--- src/rtl/pfp_pkg.sv ---
// ----------------------------------------------------------------------------
// pfp_pkg
// Shared types for the perpendicular foot point unit.
// ----------------------------------------------------------------------------
`timescale 1ns / 1ps
package pfp_pkg;

   // Line classification reported with each result
   typedef enum logic [1:0] {
      CASE_GENERAL    = 2'd0,
      CASE_VERTICAL   = 2'd1,
      CASE_HORIZONTAL = 2'd2
   } line_case_type;

   // Side information that travels down the divider chain
   typedef struct packed {
      line_case_type kind;
      logic          neg_x;
      logic          neg_y;
   } pfp_tag_type;

endpackage

--- src/rtl/pfp_div_cell.sv ---
// ----------------------------------------------------------------------------
// pfp_div_cell
// One restoring division step for both axes; resolves one quotient bit.
// ----------------------------------------------------------------------------
`timescale 1ns / 1ps
module pfp_div_cell #(
   parameter int RW   = 35,
   parameter int QW   = 26,
   parameter int DENW = 34
) (
   input  logic                 clock,
   input  logic                 reset,
   input  logic                 in_valid,
   output logic                 in_ready,
   input  pfp_pkg::pfp_tag_type in_tag,
   input  logic [DENW-1:0]      in_d,
   input  logic [RW-1:0]        in_rem_x,
   input  logic [QW-1:0]        in_bits_x,
   input  logic [RW-1:0]        in_rem_y,
   input  logic [QW-1:0]        in_bits_y,
   output logic                 out_valid,
   input  logic                 out_ready,
   output pfp_pkg::pfp_tag_type out_tag,
   output logic [DENW-1:0]      out_d,
   output logic [RW-1:0]        out_rem_x,
   output logic [QW-1:0]        out_bits_x,
   output logic [RW-1:0]        out_rem_y,
   output logic [QW-1:0]        out_bits_y
);
   import pfp_pkg::*;

   logic              v_ff;
   pfp_tag_type       tag_ff;
   logic [DENW-1:0]   d_ff;
   logic [RW-1:0]     rx_ff, ry_ff, rx_in, ry_in;
   logic [QW-1:0]     bx_ff, by_ff, bx_in, by_in;
   logic [RW:0]       tx, ty, dext;
   logic              gx, gy;

   assign in_ready = !v_ff || out_ready;

   // shift in next dividend bit, trial subtract, shift out quotient bit
   always_comb begin
      dext  = (RW+1)'(in_d);
      tx    = {in_rem_x, in_bits_x[QW-1]};
      ty    = {in_rem_y, in_bits_y[QW-1]};
      gx    = tx >= dext;
      gy    = ty >= dext;
      rx_in = gx ? RW'(tx - dext) : RW'(tx);
      ry_in = gy ? RW'(ty - dext) : RW'(ty);
      bx_in = {in_bits_x[QW-2:0], gx};
      by_in = {in_bits_y[QW-2:0], gy};
   end

   always_ff @(posedge clock) begin
      if (reset) begin
         v_ff <= 1'b0;
      end else if (in_ready) begin
         v_ff <= in_valid;
      end
   end

   always_ff @(posedge clock) begin
      if (in_ready) begin
         tag_ff <= in_tag;
         d_ff   <= in_d;
         rx_ff  <= rx_in;
         ry_ff  <= ry_in;
         bx_ff  <= bx_in;
         by_ff  <= by_in;
      end
   end

   assign out_valid  = v_ff;
   assign out_tag    = tag_ff;
   assign out_d      = d_ff;
   assign out_rem_x  = rx_ff;
   assign out_rem_y  = ry_ff;
   assign out_bits_x = bx_ff;
   assign out_bits_y = by_ff;
endmodule

--- config.mk ---
export PLATFORM = sky130hd
export DESIGN_NAME = pfp_div_cell
export DESIGN_NICKNAME = d
export VERILOG_FILES = /design/src/rtl/pfp_pkg.sv /design/src/rtl/pfp_div_cell.sv
export SDC_FILE = /design/constraint.sdc
export NUM_CORES = 1
export LEC_CHECK = 0
export ABC_AREA = 1
export ABC_CLOCK_PERIOD_IN_PS = 11600
export CAP_MARGIN = 0
export CELL_PAD_IN_SITES_DETAIL_PLACEMENT = 1
export CELL_PAD_IN_SITES_GLOBAL_PLACEMENT = 1
export CORE_ASPECT_RATIO = 0.9
export CORE_MARGIN = 1.5
export CORE_UTILIZATION = 50
export CTS_CLUSTER_DIAMETER = 50
export DETAILED_ROUTE_END_ITERATION = 8
export DONT_BUFFER_PORTS = 1
export GPL_TIMING_DRIVEN = 0
export PLACE_DENSITY_LB_ADDON = 0.1
export SLEW_MARGIN = 20
export SYNTH_ARGS = -nofsm -noshare
export SYNTH_HDL_FRONTEND = slang
export SYNTH_SLANG_ARGS = --single-unit
--- constraint.sdc ---
create_clock -name clock -period 11.6 [get_ports clock]
set_clock_uncertainty 0.2 [all_clocks]
set_input_delay 2.9 -clock clock [delete_from_list [all_inputs] [get_ports clock]]
set_output_delay 2.9 -clock clock [all_outputs]
set_load 0.005 [all_outputs]
Word-level counts from Yosys, hierarchy flattened

Index checks and enable logic that the tools add are counted.

Flip-flop bits (word level): 161
Bits in latches: 0
RAM bits: 0
Bits in read-only memories: 0
Input bits: 164
Word-level logic and storage cells: 17
Memories kept: 0

Add/subtract/negate cells: 2
Multipliers: 0
Divide/modulo/power cells: 0
Magnitude comparators: 2
Equality and inequality tests: 0
Shifts and indexed selects: 0
Muxes and demuxes: 2
Bitwise operators: 0
Reduce and logical (&&, ||, !) cells: 2

Operator list:

| kind                                                           | number |
|---|---|
| 36-bit by 34-bit greater-or-equal comparator with 1-bit output | 2 |
| 35-bit 2-to-1 mux                                              | 2 |
| 35-bit by 34-bit subtractor with 35-bit output                 | 2 |
| 1-bit zero test                                                | 1 |
| 1-bit logical OR                                               | 1 |

Longest topological paths before layout

Gate-level depths: netlist of run 1.

Depth in word-level cells: 2
Depth in mapped cells: 16

Least setup slack after synthesis of run 1

Ideal clock, no wire load.

Path type: input-to-output
From: input port out_ready
To: output port in_ready
Arrival time: 6.346 ns
Setup slack: 2.154 ns
Stages on the path: 2
Buffers on the path: 0
Path through: inv_1 > nand2_1

Cells in the longest elaborated chain, start to end: 1

Ends and longest elaborated chain:

| element            | RTL line           | RTL |
|---|---|---|
| start: declaration | pfp_div_cell.sv:22 | `input logic out_ready,` |
| 1-bit logical OR   | pfp_div_cell.sv:40 | `assign in_ready = !v_ff \|\| out_ready;` |
| end: declaration   | pfp_div_cell.sv:14 | `output logic in_ready,` |

No other way between the ends.

Final worst setup path of run 1

Ends and elaborated chain as after synthesis.

==> results.sh, run 1 <==
export IMPL_cts_clk_slew_worst_paths_ns=0.08
export IMPL_synth_seq_area_share_pct=42.82
export IMPL_crit_type="primary input to output port"
export IMPL_syn_area_um2=11270
export IMPL_first_pass_iters=7
export IMPL_ios=326
export IMPL_drtAntennaViolNets=0
export IMPL_place_gp_congestion=0.9310
export IMPL_critPathCaptureType="output port"
export IMPL_clk_latency_ns=0.45
export IMPL_vias_per_cell=5.585
export IMPL_diodes=0
export IMPL_cp_data_required_time_ns=8.50
export IMPL_period_share_pct=59.81
export IMPL_fp_dieH_um=145.4
export IMPL_first_iter_violations=749
export IMPL_design_area_um2=12310
export IMPL_syn_area_per_cell_um2=7.629
export IMPL_wl_per_cell_um=22.14
export IMPL_post_dp_hpwl_mm=32.35
export IMPL_dp_cells=1770
export IMPL_holdBufCountCts=0
export IMPL_grt_pass1_vias=10780
export IMPL_grt_pass1_wl_mm=60.78
export IMPL_core_um2=21890
export IMPL_hold_viol_final=0
export IMPL_drc_errors=0
export IMPL_synth_seq_cells=161
export IMPL_hp_class="register to register"
export IMPL_cts_buffers=17
export IMPL_cts_sinks=161
export IMPL_final_common_cell="nand2_1"
export IMPL_syn_inst=1477
export IMPL_status="finished, final reports clean"
export IMPL_drv_cap=0
export IMPL_row_count=51
export IMPL_die_area_um2=23450
export IMPL_ir_drop_mv=0.07679
export IMPL_grt_ovfl_total=0
export IMPL_ctsHtreeMaxLevel=4
export IMPL_cts_tree="built"
export IMPL_area_delta_synth_final_pct=9.216
export IMPL_wl_mm=39.89
export IMPL_finalNonFillerCells=1802
export IMPL_tightestPinTransition_ns=0.6824
export IMPL_antenna_found_initial=0
export IMPL_cts_max_path_buffers=2
export IMPL_portBuffers=0
export IMPL_cts_setup_buffers=0
export IMPL_timing_hold_ws_ns=0.9436
export IMPL_start_kind="primary input"
export IMPL_slew_limit_headroom_pct=54.51
export IMPL_ctsResizeCount=0
export IMPL_critPathArrivalTime_ns=3.84
export IMPL_synth_cell_type_count=31
export IMPL_rsz0062_at_grt="false"
export IMPL_drive_gt1_share_pct=7.876
export IMPL_setup_tns_ns=0
export IMPL_syn_num_nets=1711
export IMPL_fin_crit_ns=6.938
export IMPL_track_usage_pct=34.39
export IMPL_initial_core_util_pct=51.48
export IMPL_slew_viol_final=0
export IMPL_post_dp_cell_area_um2=11700
export IMPL_worstPathMaxFanout=55
export IMPL_setup_viol=0
export IMPL_via_count=10060
export IMPL_leakage_uw=0.006256
export IMPL_final_cell_mix="574 x nand2_1, 250 x inv_1, 160 x edfxtp_1, 131 x nor2_1, 68 x ha_1"
export IMPL_powerDensity_nw_per_um2=143.6
export IMPL_cts_root_buffer="clkbuf_16"
export IMPL_grt_max_degree=65
export IMPL_final_nets=1732
export IMPL_fmax_ghz=0.1441
export IMPL_die_w_um=161.2
export IMPL_yosys_warnings=0
## power breakdown
group | leakage, uW | switching, uW | internal [uW]
clock | 0.000297 | 288 | 311
combinational | 0.00429 | 263 | 126
sequential | 0.00167 | 47.1 | 731
## registers in the layout (all words and copies together), names as in the netlist
signal      cells
out_d          34
out_rem_x      35
out_bits_x     26
out_rem_y      35
out_valid       1
out_bits_y     26
out_tag         4
## kinds of logic (layout without fill, tap and decap cells)
logic type / after synthesis / after routing / share of synthesized area (%)
adder cells (fa/ha/maj): 70 / 70 / 7.906
flip-flops: 161 / 161 / 42.82
AND/OR/NAND/NOR: 858 / 858 / 32.53
AO/OA/AOI/OAI: 86 / 86 / 4.108
XOR/XNOR: 36 / 36 / 2.798
buffers and inverters: 266 / 300 / 9.838
## critical path, stage by stage
cell and delay, ns:
inv_1 0.04, nand2_4 0.50, buf_16 0.33
## synthesized netlist by cell type (all sizes together)
| library cell | n | area share [%] |
|---|---|---|
| o21ai | 18 | 0.80 |
| a21o | 1 | 0.067 |
| o21a | 1 | 0.067 |
| xor2 | 28 | 2.2 |
| nor2 | 143 | 5.1 |
| nand4 | 14 | 0.78 |
| or2 | 1 | 0.056 |
| edfxtp | 160 | 43 |
| nor3 | 13 | 0.62 |
| and2 | 1 | 0.056 |
| buf | 14 | 1.4 |
| xnor2 | 8 | 0.62 |
| nand2 | 603 | 21 |
| ha | 68 | 7.6 |
| o21bai | 11 | 0.73 |
| dfxtp | 1 | 0.18 |
| a21oi | 55 | 2.4 |
| fa | 2 | 0.36 |
| inv | 252 | 8.4 |
| nand3b | 15 | 1.0 |
| nor4 | 2 | 0.11 |
| nand3 | 66 | 4.1 |
## through the flow
stage	power (uW)	utilization [%]	setup slack [ns]
after floorplan	1049	-	2.154
after global placement	1149	53.15	1.021
after detailed placement	1171	53.43	4.669
after CTS	1765	56.23	4.662
after global routing	1834	56.23	4.599
final	1767	56.23	4.662
## routing by layer
layer | GRT usage [%] | wire, um | vias to the layer above
li1 | - | - | 4698
met1 | 40.61 | 15910 | 4876
met2 | 60.69 | 20080 | 387
met3 | 7.780 | 2417 | 103
met4 | 13.19 | 1482 | 0
met5 | 0 | 0 | -
## final cells by class
type | instances | area (um2)
fillers | 2801 | 9580
multi-input cells | 1050 | 5343
flip-flops and latches | 161 | 4825
inverters | 252 | 945.9
clock buffers | 17 | 425.4
well taps | 291 | 364.1
clock inverters | 15 | 186.4
plain buffers | 14 | 162.7
repair buffers | 2 | 55.05
## worst paths after layout
check / start / cells after the start / end / slack, ns
min reg2reg: out_valid / 1 / out_bits_y[3] / 0.94
max: out_ready / 3 / in_ready / 4.66
max reg2reg: out_valid / 2 / out_rem_y[8] / 9.77
min: out_valid / 1 / out_bits_y[3] / 0.94
No activity file was read; power rests on OpenSTA's default activity.
==> inputs of run 2 (changes only) <==
--- a/config.mk
+++ b/config.mk
@@ -5,14 +5,14 @@
 export SDC_FILE = /design/constraint.sdc
 export NUM_CORES = 1
 export LEC_CHECK = 0
-export ABC_AREA = 1
-export ABC_CLOCK_PERIOD_IN_PS = 11600
+export ABC_AREA = 0
+export ABC_CLOCK_PERIOD_IN_PS = 6920
 export CAP_MARGIN = 0
 export CELL_PAD_IN_SITES_DETAIL_PLACEMENT = 1
 export CELL_PAD_IN_SITES_GLOBAL_PLACEMENT = 1
 export CORE_ASPECT_RATIO = 0.9
 export CORE_MARGIN = 1.5
-export CORE_UTILIZATION = 50
+export CORE_UTILIZATION = 49
 export CTS_CLUSTER_DIAMETER = 50
 export DETAILED_ROUTE_END_ITERATION = 8
 export DONT_BUFFER_PORTS = 1
==> constraint.sdc (replaced) <==
create_clock -name clock -period 6.92 [get_ports clock]
set_clock_uncertainty 0.2 [all_clocks]
set_input_delay 1.73 -clock clock [delete_from_list [all_inputs] [get_ports clock]]
set_output_delay 1.73 -clock clock [all_outputs]
set_load 0.005 [all_outputs]
==> results.sh, run 2 <==
export IMPL_status="finished, final reports clean"
export IMPL_r2r_slack_ns=5.12
export IMPL_ctsHtreeMaxLevel=4
export IMPL_ys_async_sr_fraction_pct=0
export IMPL_clk_latency_ns=0.44
export IMPL_setup_tns_ns=0
export IMPL_critPathArrivalTime_ns=4.65
export IMPL_ir_drop_mv=0.1549
export IMPL_synth_area_leader_cell="edfxtp_1"
export IMPL_final_nets=1133
export IMPL_cts_sinks=161
export IMPL_critPathLaunch="in_bits_y[25]"
export IMPL_via_count=7102
export IMPL_design_area_um2=10420
export IMPL_wl_per_cell_um=25.47
export IMPL_rr_worst_depth=2
export IMPL_place_gp_congestion=0.8777
export IMPL_post_dp_cell_area_um2=9832
export IMPL_drtAntennaViolNets=0
export IMPL_grt_ovfl_total=0
export IMPL_portBuffers=0
export IMPL_ctsResizeCount=0
export IMPL_rsz0062_at_grt="false"
export IMPL_area_delta_synth_final_pct=10.20
export IMPL_min_path_cells=2
export IMPL_grt_pass1_vias=7374
export IMPL_grt_max_degree=66
export IMPL_critPathCaptureType="register"
export IMPL_hold_path_endpoint="out_valid"
export IMPL_drc_errors=0
export IMPL_syn_inst=878
export IMPL_first_pass_iters=4
export IMPL_fp_dieH_um=134.8
export IMPL_holdBufCountCts=0
export IMPL_leakage_uw=0.004142
export IMPL_cts_max_path_buffers=2
export IMPL_synth_most_common_cell="edfxtp_1"
export IMPL_cts_setup_buffers=0
export IMPL_p_total_uw=2781
export IMPL_period_share_pct=67.75
export IMPL_wl_mm=29.63
export IMPL_yosys_warnings=0
export IMPL_slew_limit_headroom_pct=57.21
export IMPL_synth_seq_area_share_pct=51.02
export IMPL_setup_viol=0
export IMPL_antenna_found_initial=1
export IMPL_start_kind="primary input"
export IMPL_final_common_cell="edfxtp_1"
export IMPL_die_area_um2=20140
export IMPL_dp_cells=1130
export IMPL_die_w_um=149.4
export IMPL_row_count=48
export IMPL_syn_area_per_cell_um2=10.77
export IMPL_powerDensity_nw_per_um2=266.9
export IMPL_synthTopCellsByArea="edfxtp_1 51%, ha_1 9.0%, a21oi_1 6.6%"
export IMPL_worstPathMaxFanout=10
export IMPL_drv_cap=0
export IMPL_synth_cell_type_count=66
export IMPL_fmax_ghz=0.2133
export IMPL_ios=326
export IMPL_fin_crit_ns=4.688
export IMPL_finalNonFillerCells=1163
export IMPL_track_usage_pct=29.18
export IMPL_first_iter_violations=347
export IMPL_post_dp_hpwl_mm=23.40
export IMPL_cts_buffers=17
export IMPL_final_cell_mix="160 x edfxtp_1, 124 x a21oi_1, 85 x nor2_1, 68 x ha_1, 58 x nand2_1"
export IMPL_hold_viol_final=0
export IMPL_rr_startpoint="out_valid"
export IMPL_hp_class="register to register"
export IMPL_cts_root_buffer="clkbuf_16"
export IMPL_tightestPinTransition_ns=0.6419
export IMPL_synth_top_area_share_pct=50.81
export IMPL_grt_pass1_wl_mm=43.46
export IMPL_slew_viol_final=0
export IMPL_cp_data_required_time_ns=6.88
export IMPL_hp_start="out_valid"
export IMPL_syn_area_um2=9457
export IMPL_core_um2=19040
export IMPL_vias_per_cell=6.107
export IMPL_synth_flop_cell="edfxtp_1"
export IMPL_synth_seq_cells=161
export IMPL_yosys_top_cells_count="160 x edfxtp_1, 124 x a21oi_1, 85 x nor2_1"
export IMPL_crit_type="primary input to register"
export IMPL_cts_clk_slew_worst_paths_ns=0.08
export IMPL_cts_tree="built"
export IMPL_worstReg2RegEnd="out_d[33]"
export IMPL_initial_core_util_pct=49.67
export IMPL_drive_gt1_share_pct=8.553
export IMPL_fillers=2035
export IMPL_synth_edff_count=160
export IMPL_syn_num_nets=1112
## run 2: cell types whose count changed after synthesis, sizes merged, moves of 19 or more
cell | before | now
nand2 | 603 | 58
inv | 252 | 53
a21oi | 55 | 126
nor2 | 143 | 85
nand3 | 66 | 9
a21o | 1 | 32
xnor2 | 8 | 37
clkbuf | 0 | 20
o21ai | 18 | 37
## run 2: final cells by class
type	instances	area, um2	share of cell area [%]
Antenna cell	1	2.502	0.02401
Buffer	36	156.4	1.501
Clock buffer	17	425.4	4.082
Clock inverter	15	161.4	1.549
Inverter	53	198.9	1.909
Multi-Input combinational cell	628	4284	41.11
Sequential cell	161	4825	46.30
Tap cell	250	312.8	3.002
Timing Repair Buffer	2	55.05	0.5283
## run 2: per-layer routing
layer / wire length (um) / vias up / GRT usage (%) / share of wire, %
met5: 0 / - / 0 / 0
met4: 1100 / 0 / 12.54 / 3.7
met3: 2364 / 54 / 8.919 / 8.0
met2: 14390 / 272 / 49.08 / 49
met1: 11770 / 3465 / 34.50 / 40
li1: - / 3311 / - / -
## run 2: worst max path at each step
stage / end / slack (ns) / cells past startpoint
2_1_floorplan: in_ready / 1.19 / 1
3_3_place_gp: in_ready / 0.61 / 1
3_5_place_dp: out_rem_x[26] / 1.76 / 12
4_1_cts: out_rem_y[16] / 2.21 / 14
5_1_grt: out_rem_y[23] / 1.97 / 13
6_report: out_rem_y[16] / 2.23 / 14
## run 2: critical path, cell delays in order
cell	delay, ns
inv_1	0.03
ha_1	0.20
fa_1	0.45
nor2b_4	0.14
o21ai_2	0.06
nand2b_2	0.12
a31oi_4	0.13
o211ai_1	0.49
a41oi_1	0.15
o21a_1	0.27
inv_1	0.07
buf_2	0.27
buf_1	0.37
a21oi_1	0.16
## run 2: where the power goes
part | leakage, uW | internal (uW) | switching [uW]
logic | 0.00220 | 204 | 316
clock network | 0.000286 | 484 | 451
registers | 0.00166 | 1240 | 89.4
total | 0.00414 | 1930 | 856
## run 2: logic make-up after synthesis
logic type / synth area share [%]
buffers and inverters: 3.758
adder cells (fa/ha/maj): 9.421
AND/OR/NAND/NOR: 10.49
XOR/XNOR: 5.835
multiplexers: 1.191
AO/OA/AOI/OAI: 18.29
flip-flops: 51.02
## run 2: per-stage QoR
step                hold slack, ns  setup slack [ns]  util (%)
floorplan                    1.599             1.190         -
global placement             1.600            0.6094     51.33
detailed placement          0.8366             1.762     51.64
CTS                         0.8460             2.206     54.73
global route                0.9345             1.974     54.74
finish                      0.8582             2.232     54.74
